**src/hw/rtl/cq_pkg.sv**
```systemverilog
package cq_pkg;

    localparam int DEFAULT_DEPTH = 8;
    localparam int WORD_W = 32;

    typedef logic [1:0] t_opcode;
    typedef logic [1:0] t_status;
    typedef logic signed [WORD_W-1:0] t_word;

    localparam t_opcode OP_ENQ  = 2'd0;
    localparam t_opcode OP_DEQ  = 2'd1;
    localparam t_opcode OP_PEEK = 2'd2;
    localparam t_opcode OP_NOP  = 2'd3;

    localparam t_status ST_OK    = 2'd0;
    localparam t_status ST_FULL  = 2'd1;
    localparam t_status ST_EMPTY = 2'd2;

endpackage

```
**src/hw/rtl/cq_in_if.sv**
```systemverilog
interface cq_in_if;
    import cq_pkg::*;

    logic    valid;
    logic    ready;
    t_opcode opcode;
    t_word   push_value;

    modport source (output valid, output opcode, output push_value, input ready);
    modport sink (input valid, input opcode, input push_value, output ready);
endinterface

```
**src/hw/rtl/cq_out_if.sv**
```systemverilog
interface cq_out_if;
    import cq_pkg::*;

    logic    valid;
    logic    ready;
    t_status status;
    t_word   head_value;
    t_word   tail_value;
    logic    now_empty;
    logic    now_full;

    modport source (
        output valid, output status, output head_value, output tail_value,
        output now_empty, output now_full, input ready
    );
    modport sink (
        input valid, input status, input head_value, input tail_value,
        input now_empty, input now_full, output ready
    );
endinterface

```
**src/hw/rtl/circular_queue.sv**
```systemverilog
// Ring-buffer queue of DEPTH signed 32-bit words.
// The input channel carries one word per operation: an opcode (enqueue,
// dequeue, peek or no operation) and the value to store on enqueue.
// The output channel returns exactly one word per operation: a status
// (ok, full, empty), the dequeued or peeked head word, the peeked tail word,
// and the empty and full flags after the operation.
// Enqueue and no-operation words, and dequeue or peek words that find the
// queue empty, need no memory read; while the receiver keeps up a new word
// is taken every cycle, and the result is in the output register in the
// cycle after acceptance. Other dequeue and peek words read the slot memory
// through a registered read port, so the result passes the read register and
// then the output register; the input is not ready during the read
// cycle.
// The output register holds a result until the receiver takes it; while it
// is stalled with a result pending, no new word is accepted.
// Reset clears the pointers and marks the queue empty; the slot memory is
// not cleared, since only occupied slots are ever returned.
module circular_queue #(
    parameter int DEPTH = cq_pkg::DEFAULT_DEPTH
) (
    input  logic     i_clk,
    input  logic     i_rst_n,
    cq_in_if.sink    i_in,
    cq_out_if.source o_out
);
    import cq_pkg::*;

    localparam int IW = (DEPTH > 1) ? $clog2(DEPTH) : 1;

    function automatic logic [IW-1:0] wrap_next(input logic [IW-1:0] i);
        if (i == IW'(DEPTH - 1)) begin
            return '0;
        end
        return i + 1'b1;
    endfunction

    t_word r_mem [DEPTH];

    logic [IW-1:0] r_head;
    logic [IW-1:0] r_tail;
    logic          r_empty;
    logic          r_busy;
    logic          r_pend_peek;
    t_word         r_rd_head;
    t_word         r_rd_tail;

    logic          r_out_valid;
    t_status       r_out_status;
    t_word         r_out_head;
    t_word         r_out_tail;
    logic          r_out_empty;
    logic          r_out_full;

    logic [IW-1:0] n_head;
    logic [IW-1:0] n_tail;
    logic          n_empty;
    logic          n_full;
    t_status       n_status;
    logic          need_read;
    logic          wr_en;
    logic [IW-1:0] wr_addr;
    logic          cur_full;
    logic          in_ready;
    logic          accept;

    assign cur_full = !r_empty && (wrap_next(r_tail) == r_head);
    assign in_ready = !r_busy && (!r_out_valid || o_out.ready);
    assign accept   = i_in.valid && in_ready;

    always_comb begin
        n_head    = r_head;
        n_tail    = r_tail;
        n_empty   = r_empty;
        n_status  = ST_OK;
        need_read = 1'b0;
        wr_en     = 1'b0;
        wr_addr   = r_tail;
        unique case (i_in.opcode)
            OP_ENQ: begin
                if (r_empty) begin
                    n_head  = '0;
                    n_tail  = '0;
                    n_empty = 1'b0;
                    wr_en   = 1'b1;
                    wr_addr = '0;
                end else if (cur_full) begin
                    n_status = ST_FULL;
                end else begin
                    n_tail  = wrap_next(r_tail);
                    wr_en   = 1'b1;
                    wr_addr = wrap_next(r_tail);
                end
            end
            OP_DEQ: begin
                if (r_empty) begin
                    n_status = ST_EMPTY;
                end else begin
                    need_read = 1'b1;
                    if (r_head == r_tail) begin
                        n_empty = 1'b1;
                    end else begin
                        n_head = wrap_next(r_head);
                    end
                end
            end
            OP_PEEK: begin
                if (r_empty) begin
                    n_status = ST_EMPTY;
                end else begin
                    need_read = 1'b1;
                end
            end
            OP_NOP: begin
            end
        endcase
        n_full = !n_empty && (wrap_next(n_tail) == n_head);
    end

    always_ff @(posedge i_clk) begin
        if (accept && wr_en) begin
            r_mem[wr_addr] <= i_in.push_value;
        end
        r_rd_head <= r_mem[r_head];
        r_rd_tail <= r_mem[r_tail];
    end

    always_ff @(posedge i_clk) begin
        if (!i_rst_n) begin
            r_head      <= '0;
            r_tail      <= '0;
            r_empty     <= 1'b1;
            r_busy      <= 1'b0;
            r_out_valid <= 1'b0;
        end else begin
            if (accept) begin
                r_head  <= n_head;
                r_tail  <= n_tail;
                r_empty <= n_empty;
            end
            if (r_busy) begin
                r_busy      <= 1'b0;
                r_out_valid <= 1'b1;
            end else if (accept) begin
                r_busy      <= need_read;
                r_out_valid <= !need_read;
            end else if (o_out.ready) begin
                r_out_valid <= 1'b0;
            end
        end
    end

    always_ff @(posedge i_clk) begin
        if (r_busy) begin
            r_out_head <= r_rd_head;
            r_out_tail <= r_pend_peek ? r_rd_tail : '0;
        end else if (accept) begin
            r_pend_peek  <= (i_in.opcode == OP_PEEK);
            r_out_status <= n_status;
            r_out_head   <= '0;
            r_out_tail   <= '0;
            r_out_empty  <= n_empty;
            r_out_full   <= n_full;
        end
    end

    assign i_in.ready       = in_ready;
    assign o_out.valid      = r_out_valid;
    assign o_out.status     = r_out_status;
    assign o_out.head_value = r_out_head;
    assign o_out.tail_value = r_out_tail;
    assign o_out.now_empty  = r_out_empty;
    assign o_out.now_full   = r_out_full;

`ifndef SYNTHESIS
    a_busy_no_pending: assert property (@(posedge i_clk) disable iff (!i_rst_n)
        r_busy |-> !r_out_valid)
        else $error("read cycle started while a result was still pending");

    a_busy_delivers: assert property (@(posedge i_clk) disable iff (!i_rst_n)
        r_busy |=> (r_out_valid && !r_busy))
        else $error("memory read did not produce a result");

    a_empty_deq: assert property (@(posedge i_clk) disable iff (!i_rst_n)
        (accept && r_empty && (i_in.opcode == OP_DEQ))
            |=> (r_out_valid && (r_out_status == ST_EMPTY) && r_out_empty))
        else $error("dequeue on empty queue not reported");

    a_flags_exclusive: assert property (@(posedge i_clk) disable iff (!i_rst_n)
        r_out_valid |-> !(r_out_empty && r_out_full))
        else $error("queue reported both empty and full");
`endif

endmodule

```
**src/flat_wrapper.sv**
```systemverilog
// flat-port wrapper written by rule: the top's interface ports become plain ports
module circular_queue_flat import cq_pkg::*;
#(
    parameter int DEPTH = cq_pkg::DEFAULT_DEPTH
)
  (i_clk, i_rst_n, i_in_valid, i_in_opcode, i_in_push_value, i_in_ready, o_out_valid, o_out_status, o_out_head_value, o_out_tail_value, o_out_now_empty, o_out_now_full, o_out_ready);
  cq_in_if i_in_i ();
  cq_out_if o_out_i ();
  input  logic i_clk;
  input  logic i_rst_n;
  input wire logic [$bits(i_in_i.valid)-1:0] i_in_valid;
  input wire logic [$bits(i_in_i.opcode)-1:0] i_in_opcode;
  input wire logic [$bits(i_in_i.push_value)-1:0] i_in_push_value;
  output wire logic [$bits(i_in_i.ready)-1:0] i_in_ready;
  output wire logic [$bits(o_out_i.valid)-1:0] o_out_valid;
  output wire logic [$bits(o_out_i.status)-1:0] o_out_status;
  output wire logic [$bits(o_out_i.head_value)-1:0] o_out_head_value;
  output wire logic [$bits(o_out_i.tail_value)-1:0] o_out_tail_value;
  output wire logic [$bits(o_out_i.now_empty)-1:0] o_out_now_empty;
  output wire logic [$bits(o_out_i.now_full)-1:0] o_out_now_full;
  input wire logic [$bits(o_out_i.ready)-1:0] o_out_ready;
  assign i_in_i.valid = i_in_valid;
  assign i_in_i.opcode = i_in_opcode;
  assign i_in_i.push_value = i_in_push_value;
  assign i_in_ready = i_in_i.ready;
  assign o_out_valid = o_out_i.valid;
  assign o_out_status = o_out_i.status;
  assign o_out_head_value = o_out_i.head_value;
  assign o_out_tail_value = o_out_i.tail_value;
  assign o_out_now_empty = o_out_i.now_empty;
  assign o_out_now_full = o_out_i.now_full;
  assign o_out_i.ready = o_out_ready;
  circular_queue #(.DEPTH(DEPTH)) u_core (.i_clk(i_clk), .i_rst_n(i_rst_n), .i_in(i_in_i), .o_out(o_out_i));
endmodule
```
**config.mk**
```make
export PLATFORM = sky130hd
export DESIGN_NAME = circular_queue_flat
export DESIGN_NICKNAME = d
export VERILOG_FILES = /design/src/hw/rtl/cq_pkg.sv /design/src/hw/rtl/cq_in_if.sv /design/src/hw/rtl/cq_out_if.sv /design/src/hw/rtl/circular_queue.sv /design/src/flat_wrapper.sv
export SDC_FILE = /design/constraint.sdc
export NUM_CORES = 1
export LEC_CHECK = 0
export BUFFER_PORTS_ARGS = -buffer_cell sky130_fd_sc_hd__buf_2
export CAP_MARGIN = 20
export CORE_MARGIN = 5
export CORE_UTILIZATION = 54
export CTS_CLUSTER_DIAMETER = 100
export DETAILED_ROUTE_END_ITERATION = 10
export PLACE_DENSITY = 0.73
export SLEW_MARGIN = 15
export SYNTH_ARGS = -nofsm -noshare
export SYNTH_HDL_FRONTEND = slang
export SYNTH_SLANG_ARGS = --single-unit
```
**constraint.sdc**
```tcl
create_clock -name i_clk -period 4.8 [get_ports i_clk]
set_clock_uncertainty 0.15 [all_clocks]
set_input_delay 0.72 -clock i_clk [delete_from_list [all_inputs] [get_ports i_clk]]
set_output_delay 0.72 -clock i_clk [all_outputs]
set_load 0.1 [all_outputs]
```
# Word level (Yosys, flattened, before mapping)
# Memories as Yosys holds them, arrays and structs flattened. A register that Yosys moved wholly into a read port is not among the register bits.
# Index checks and enable logic that the tools add are counted.
word_totals:
  ff_bits: 78
  ram_bits: 256
  in_bits: 38
  out_inout_bits: 70
  word_cells: 87
  memories: 1
mem_list:
  columns: ["memory", "words", "width", "rd", "rd_ports_with_merged_regs", "wr", "line_no", "text"]
  rows:
  - ["u_core.r_mem", 8, 32, 2, 2, 1, "circular_queue.sv:37", "t_word r_mem [DEPTH];"]
classes:
  add_sub_neg: 3
  n_eq_ne: 8
  n_mux: 44
  n_bitwise: 3
  n_reduce_logical: 17
op_table:
  columns: ["op", "n"]
  rows:
  - ["32-bit 2-to-1 mux", 4]
  - ["3-bit 2-to-1 mux", 13]
  - ["1-bit 2-to-1 mux", 22]
  - ["3-bit by 1-bit adder with 3-bit output (second input constant)", 3]
  - ["3-bit == test", 3]
  - ["3-bit == test (second input constant)", 3]
  - ["3-bit one-hot mux with 2 select lines", 1]
  - ["1-bit logical AND", 5]
  - ["1-bit logical NOT", 5]
  - ["2-bit 2-to-1 mux", 2]
  - ["2-bit one-hot mux with 2 select lines", 1]
  - ["1-bit NOT", 3]
  - ["3-bit nonzero test", 1]
  - ["3-bit OR reduction", 1]
  - ["2-bit by 1-bit == test with 1-bit output (second input constant)", 1]
  - ["2-bit == test (second input constant)", 1]
  - ["2-bit logical NOT", 1]
  - ["1-bit one-hot mux with 2 select lines", 1]
  - ["2-bit AND reduction", 1]
  - ["2-bit nonzero test", 1]
  - ["2-bit OR reduction", 1]
  - ["1-bit logical OR", 1]

# Longest topological paths before layout
logic_depth:
  depth_word: 17
  depth_mapped: 14
  ltp_nobuf: 14

# Worst setup path before layout
# Ideal clock, no wire load.
synth_path:
  kind: "input to register"
  startpoint: "in i_in_opcode[0]"
  endpoint: "mem u_core.r_mem[2][0] (netlist name) (enable)"
  t_arrival_ns: 3.979
  slack_ns: 0.210
  cell_stages: 5
  path_cell_list: "inv_1 > ha_1 > a21boi_4 > mux2_4 > nor3_1"
synth_rtl:
  columns: ["element", "line_no", "text"]
  rows:
  - ["start: declaration", "flat_wrapper.sv:12", "input wire logic [$bits(i_in_i.opcode)-1:0] i_in_opcode;"]
  - ["2-bit logical NOT", null, null]
  - ["3-bit 2-to-1 mux", null, null]
  - ["named net u_core.n_tail[2]", "circular_queue.sv:55", "logic [IW-1:0] n_tail;"]
  - ["end: declaration", "circular_queue.sv:37", null]
# The timed path passes the listed nets, and every way through them passes these cells.

# Worst setup path in the final report
layout_path:
  startpoint: "reg u_core.r_tail[1]"
  endpoint: "reg u_core.r_out_full (netlist: u_core.o_out.now_full) (data pin)"
layout_via:
  elab_chain_len: 14
layout_rtl:
  columns: ["element", "line_no", "text"]
  rows:
  - ["start: declaration", "circular_queue.sv:40", "logic [IW-1:0] r_tail;"]
  - ["start signal: assignment", "circular_queue.sv:137", "r_tail <= n_tail;"]
  - ["3-bit == test", "circular_queue.sv:31", "if (i == IW'(DEPTH - 1)) begin"]
  - ["1-bit 2-to-1 mux", "circular_queue.sv:31", null]
  - ["1-bit 2-to-1 mux", "circular_queue.sv:86", "end else if (cur_full) begin"]
  - ["1-bit 2-to-1 mux", "circular_queue.sv:80", "if (r_empty) begin"]
  - ["1-bit 2-to-1 mux", "circular_queue.sv:78", "unique case (i_in.opcode)"]
  - ["3-bit 2-to-1 mux", "circular_queue.sv:34", "return i + 1'b1;"]
  - ["3-bit 2-to-1 mux", "circular_queue.sv:86", null]
  - ["3-bit 2-to-1 mux", "circular_queue.sv:80", null]
  - ["3-bit 2-to-1 mux *", "circular_queue.sv:78", null]
  - ["named net u_core.n_tail[1]", "circular_queue.sv:55", null]
  - ["parallel branches: the longest is 2 deep, another holds 3-bit by 1-bit adder with 3-bit output", null, null]
  - ["3-bit 2-to-1 mux *", "circular_queue.sv:34", null]
  - ["3-bit == test *", "circular_queue.sv:116", "n_full = !n_empty && (wrap_next(n_tail) == n_head);"]
  - ["1-bit logical AND *", "circular_queue.sv:116", null]
  - ["named net u_core.n_full", "circular_queue.sv:57", "logic n_full;"]
  - ["end signal: assignment", "circular_queue.sv:162", "r_out_full <= n_full;"]
  - ["end: declaration", "circular_queue.sv:52", "logic r_out_full;"]
# Mark *: on every way through the listed nets, which the timed path passes. The select of a mux whose other input is x is not followed.
# A chain may end at the register's enable or synchronous reset.

==> impl_metrics.csv <==
group,metric,value,unit
timing,slew_violations,0,
drt,dr.pass1.iters,5,
worst_hold_path,min_path_type,"in -> reg",
drt,wl,32310,um
synthesis,synth_nets,869,
synthesis,netlist_area,16300,sq um
timing,min_period,3.873,ns
global_route,grt_pass1_vias,8773,
drt,ant_nets,0,
finish,layout-drive-gt1-share,0.4287,
finish,final_cell_mix,"325 x edfxtp_1, 128 x mux4_2, 107 x buf_2",
worst_setup_path,cp_common_cell,"ha_1",
timing,tightest_slew,0.8982,ns
synthesis,synth_cell_types,53,
synthesis,syn_inst,821,
global_route,grt_max_degree,65,
clock_tree,clockRootBuffer,"clkbuf_16",
timing,finalSetupViolCount,0,
finish,syn2layout_area_growth,14.98,%
synthesis,synth-main-ff-cell,"edfxtp_1",
synthesis,syn_area_per_cell,19.85,sq um
drt,first_iter_violations,617,
worst_setup_path,slowest_delay,0.57,ns
drt,detail_route.wl_per_cell,23.64,um
global_route,grt_pass1_wl,50600,um
clock_tree,cts.sinks,398,
worst_setup_path,cp-start-kind,"register",
timing,max_slew_margin,0.4012,
timing,max_freq,0.2582,GHz
power_and_ir_drop,leakagePower,6.426,nW
timing,setup_tns,0,ns
clock_tree,cts_made_buffers,41,
worst_setup_path,cp_slowest_cell,"dfxtp_4",
synthesis,ys_seq_area_frac,0.6884,
floorplan,rows,63,
clock_tree,hold_buffers,0,
synthesis,synth_edf_count,325,
timing,post-route-period-util,0.8069,
drt,vias,8208,
power_and_ir_drop,power_density,410.0,nW/um^2
timing,finalHoldViolCount,0,
timing,whs,0.2648,ns
floorplan,coreArea,29720,sq um
worst_setup_path,criticalPathCategory,"reg -> reg",
global_route,antenna_found_initial,5,
job,cap_violations,0,
floorplan,dieWidth,183.7,um
worst_setup_path,crit_buf_inv,1,
synthesis,ys_ff_latch,398,
place,place_congestion,0.7753,
clock_tree,cts_setup_buffers,0,
clock_tree,clk_pin_slew_worst_paths,0.05,ns
finish,nNetsFinal,991,
worst_setup_path,cp_max_fo,25,
place,io_buffers,107,
floorplan,die_h,183.7,um
global_route,grtUsageTotal,0.1959,
clock_tree,h-tree-depth,2,
timing,rsz0062_at_grt,"no",
worst_setup_path,cp_top_family,"adder cells",
place,dpl.hpwl,19030,um
finish,layout_commonest_cell,"edfxtp_1",
power_and_ir_drop,peakVddDrop,0.0003054,V
global_route,gr-total-overflow,0,
floorplan,die_area,33760,sq um
drt,drcViolationCount,0,
clock_tree,clock_latency,0.52,ns
run_status,status,"finished, final reports clean",
drt,viasPerCell,6.004,
worst_setup_path,crit_arrival,3.99,ns
synthesis,synthArstFlopShare,0,
worst_setup_path,path_cells,"ha_1 -> ha_1 -> xor2_1 -> nor3_2 -> a21boi_4 -> mux2i_4 -> inv_2 -> ha_1 -> ha_1 -> nor2b_1 -> o311ai_0 -> o211ai_2 -> xnor2_1 -> nor4_2",
clock_tree,clk_path_buf_depth,3,
floorplan,initial_core_util,0.5485,
clock_tree,tritoncts,"built",
clock_tree,cts_resized,0,
worst_setup_path,worstPathRequired,4.92,ns
floorplan,num_io_pins,108,
worst_setup_path,cp-end-kind,"register",
synthesis,ys_warn_count,0,
## Yosys cell counts (2+ instances only)
cell      number  area share
edfxtp_1     325        0.60
mux4_2       128        0.18
dfxtp_1       73       0.090
mux2_2        65       0.045
and3_1        33       0.013
and2_1        32       0.012
clkbuf_1      27      0.0062
buf_2         18      0.0055
ha_1          10      0.0077
inv_1         10      0.0023
a21oi_1        8      0.0025
nor3_1         8      0.0025
nand2_1        7      0.0016
xor2_1         7      0.0038
nor2_1         6      0.0014
buf_4          5      0.0023
nand3_1        5      0.0015
nor4_1         4      0.0015
xnor2_1        4      0.0021
nor2b_1        3      0.0012
nor3_2         3      0.0018
o21ai_0        3     0.00092
a21bo_2        2      0.0012
buf_1          2     0.00046
nand4_1        2     0.00077
o21a_1         2     0.00092
o21bai_1       2     0.00092
or3_1          2     0.00077
## cell type report
type	count	area (sq um)
Tap cell	390	488.0
Fill cell	2026	10980
Antenna cell	2	5.005
Multi-Input combinational cell	359	4856
Clock inverter	15	156.4
Inverter	11	41.29
Clock buffer	60	1231
Timing Repair Buffer	132	723.2
Sequential cell	398	11240
## flip-flops by register name (all words and copies together), names as in the netlist
register                 count
u_core.o_out.head_value     32
u_core.o_out.now_empty       1
u_core.o_out.now_full        1
u_core.o_out.status          2
u_core.o_out.tail_value     32
u_core.o_out.valid           1
u_core.r_busy                1
u_core.r_empty               1
u_core.r_head                3
u_core.r_mem               256
u_core.r_pend_peek           1
u_core.r_rd_head            32
u_core.r_rd_tail            32
u_core.r_tail                3
## through the flow
step | cell area (sq um) | total power [W] | utilization | cells | worst slack (ns)
final | 18740 | 0.007684 | 0.6306 | 1367 | 0.9269
after global routing | 18740 | 0.007964 | 0.6306 | 1367 | 0.7035
after CTS | 18740 | 0.007754 | 0.6305 | 1365 | 0.9306
after detailed placement | 17350 | 0.004569 | 0.5838 | 1290 | 0.9308
after global placement | 17350 | 0.004560 | 0.5838 | 1290 | 1.072
after floorplan | 16300 | 0.004421 | - | 821 | 0.2098
## kinds of logic after synthesis
logic type | after synthesis | synth area share
fa+ha+maj | 10 | 0.007676
xor+xnor | 11 | 0.005911
simple gates | 112 | 0.04184
mux | 195 | 0.2241
flops | 398 | 0.6884
compound gates | 31 | 0.01474
buf+inv | 64 | 0.01735
## worst reg2reg max path: cells and delay by family (launching register included)
kind,cells,cell delay [ns]
adder cells (fa/ha/maj),4,0.93
multiplexers,1,0.44
AO/OA/AOI/OAI,3,0.60
XOR/XNOR,2,0.42
AND/OR/NAND/NOR,3,0.31
buffers and inverters,1,0.19
flip-flops,1,0.57
## where the power goes
group,switching [W],internal [W]
logic,0.000471,0.000153
registers,0.0000381,0.00383
clock network,0.00125,0.00194
## worst paths after layout
| kind | cells past startpoint | slack (ns) | startpoint | end |
|---|---|---|---|---|
| hold reg to reg | 1 | 0.36 | u_core.r_rd_head[1] | u_core.o_out.head_value[1] |
| setup / recovery | 14 | 0.93 | u_core.r_tail[1] | u_core.o_out.now_full |
| hold / removal | 2 | 0.26 | i_rst_n | u_core.r_empty |
| setup reg to reg | 14 | 0.93 | u_core.r_tail[1] | u_core.o_out.now_full |
## per-layer routing
| layer | vias up | wire length [um] | part of all wire | GRT usage |
|---|---|---|---|---|
| li1 | 3607 | - | - | - |
| met1 | 4298 | 13160 | 0.41 | 0.2586 |
| met2 | 243 | 16760 | 0.52 | 0.3403 |
| met3 | 54 | 1718 | 0.053 | 0.03186 |
| met4 | 6 | 634 | 0.020 | 0.05768 |
| met5 | - | 34 | 0.0011 | 0 |
Power figures use the tool's default switching activity.
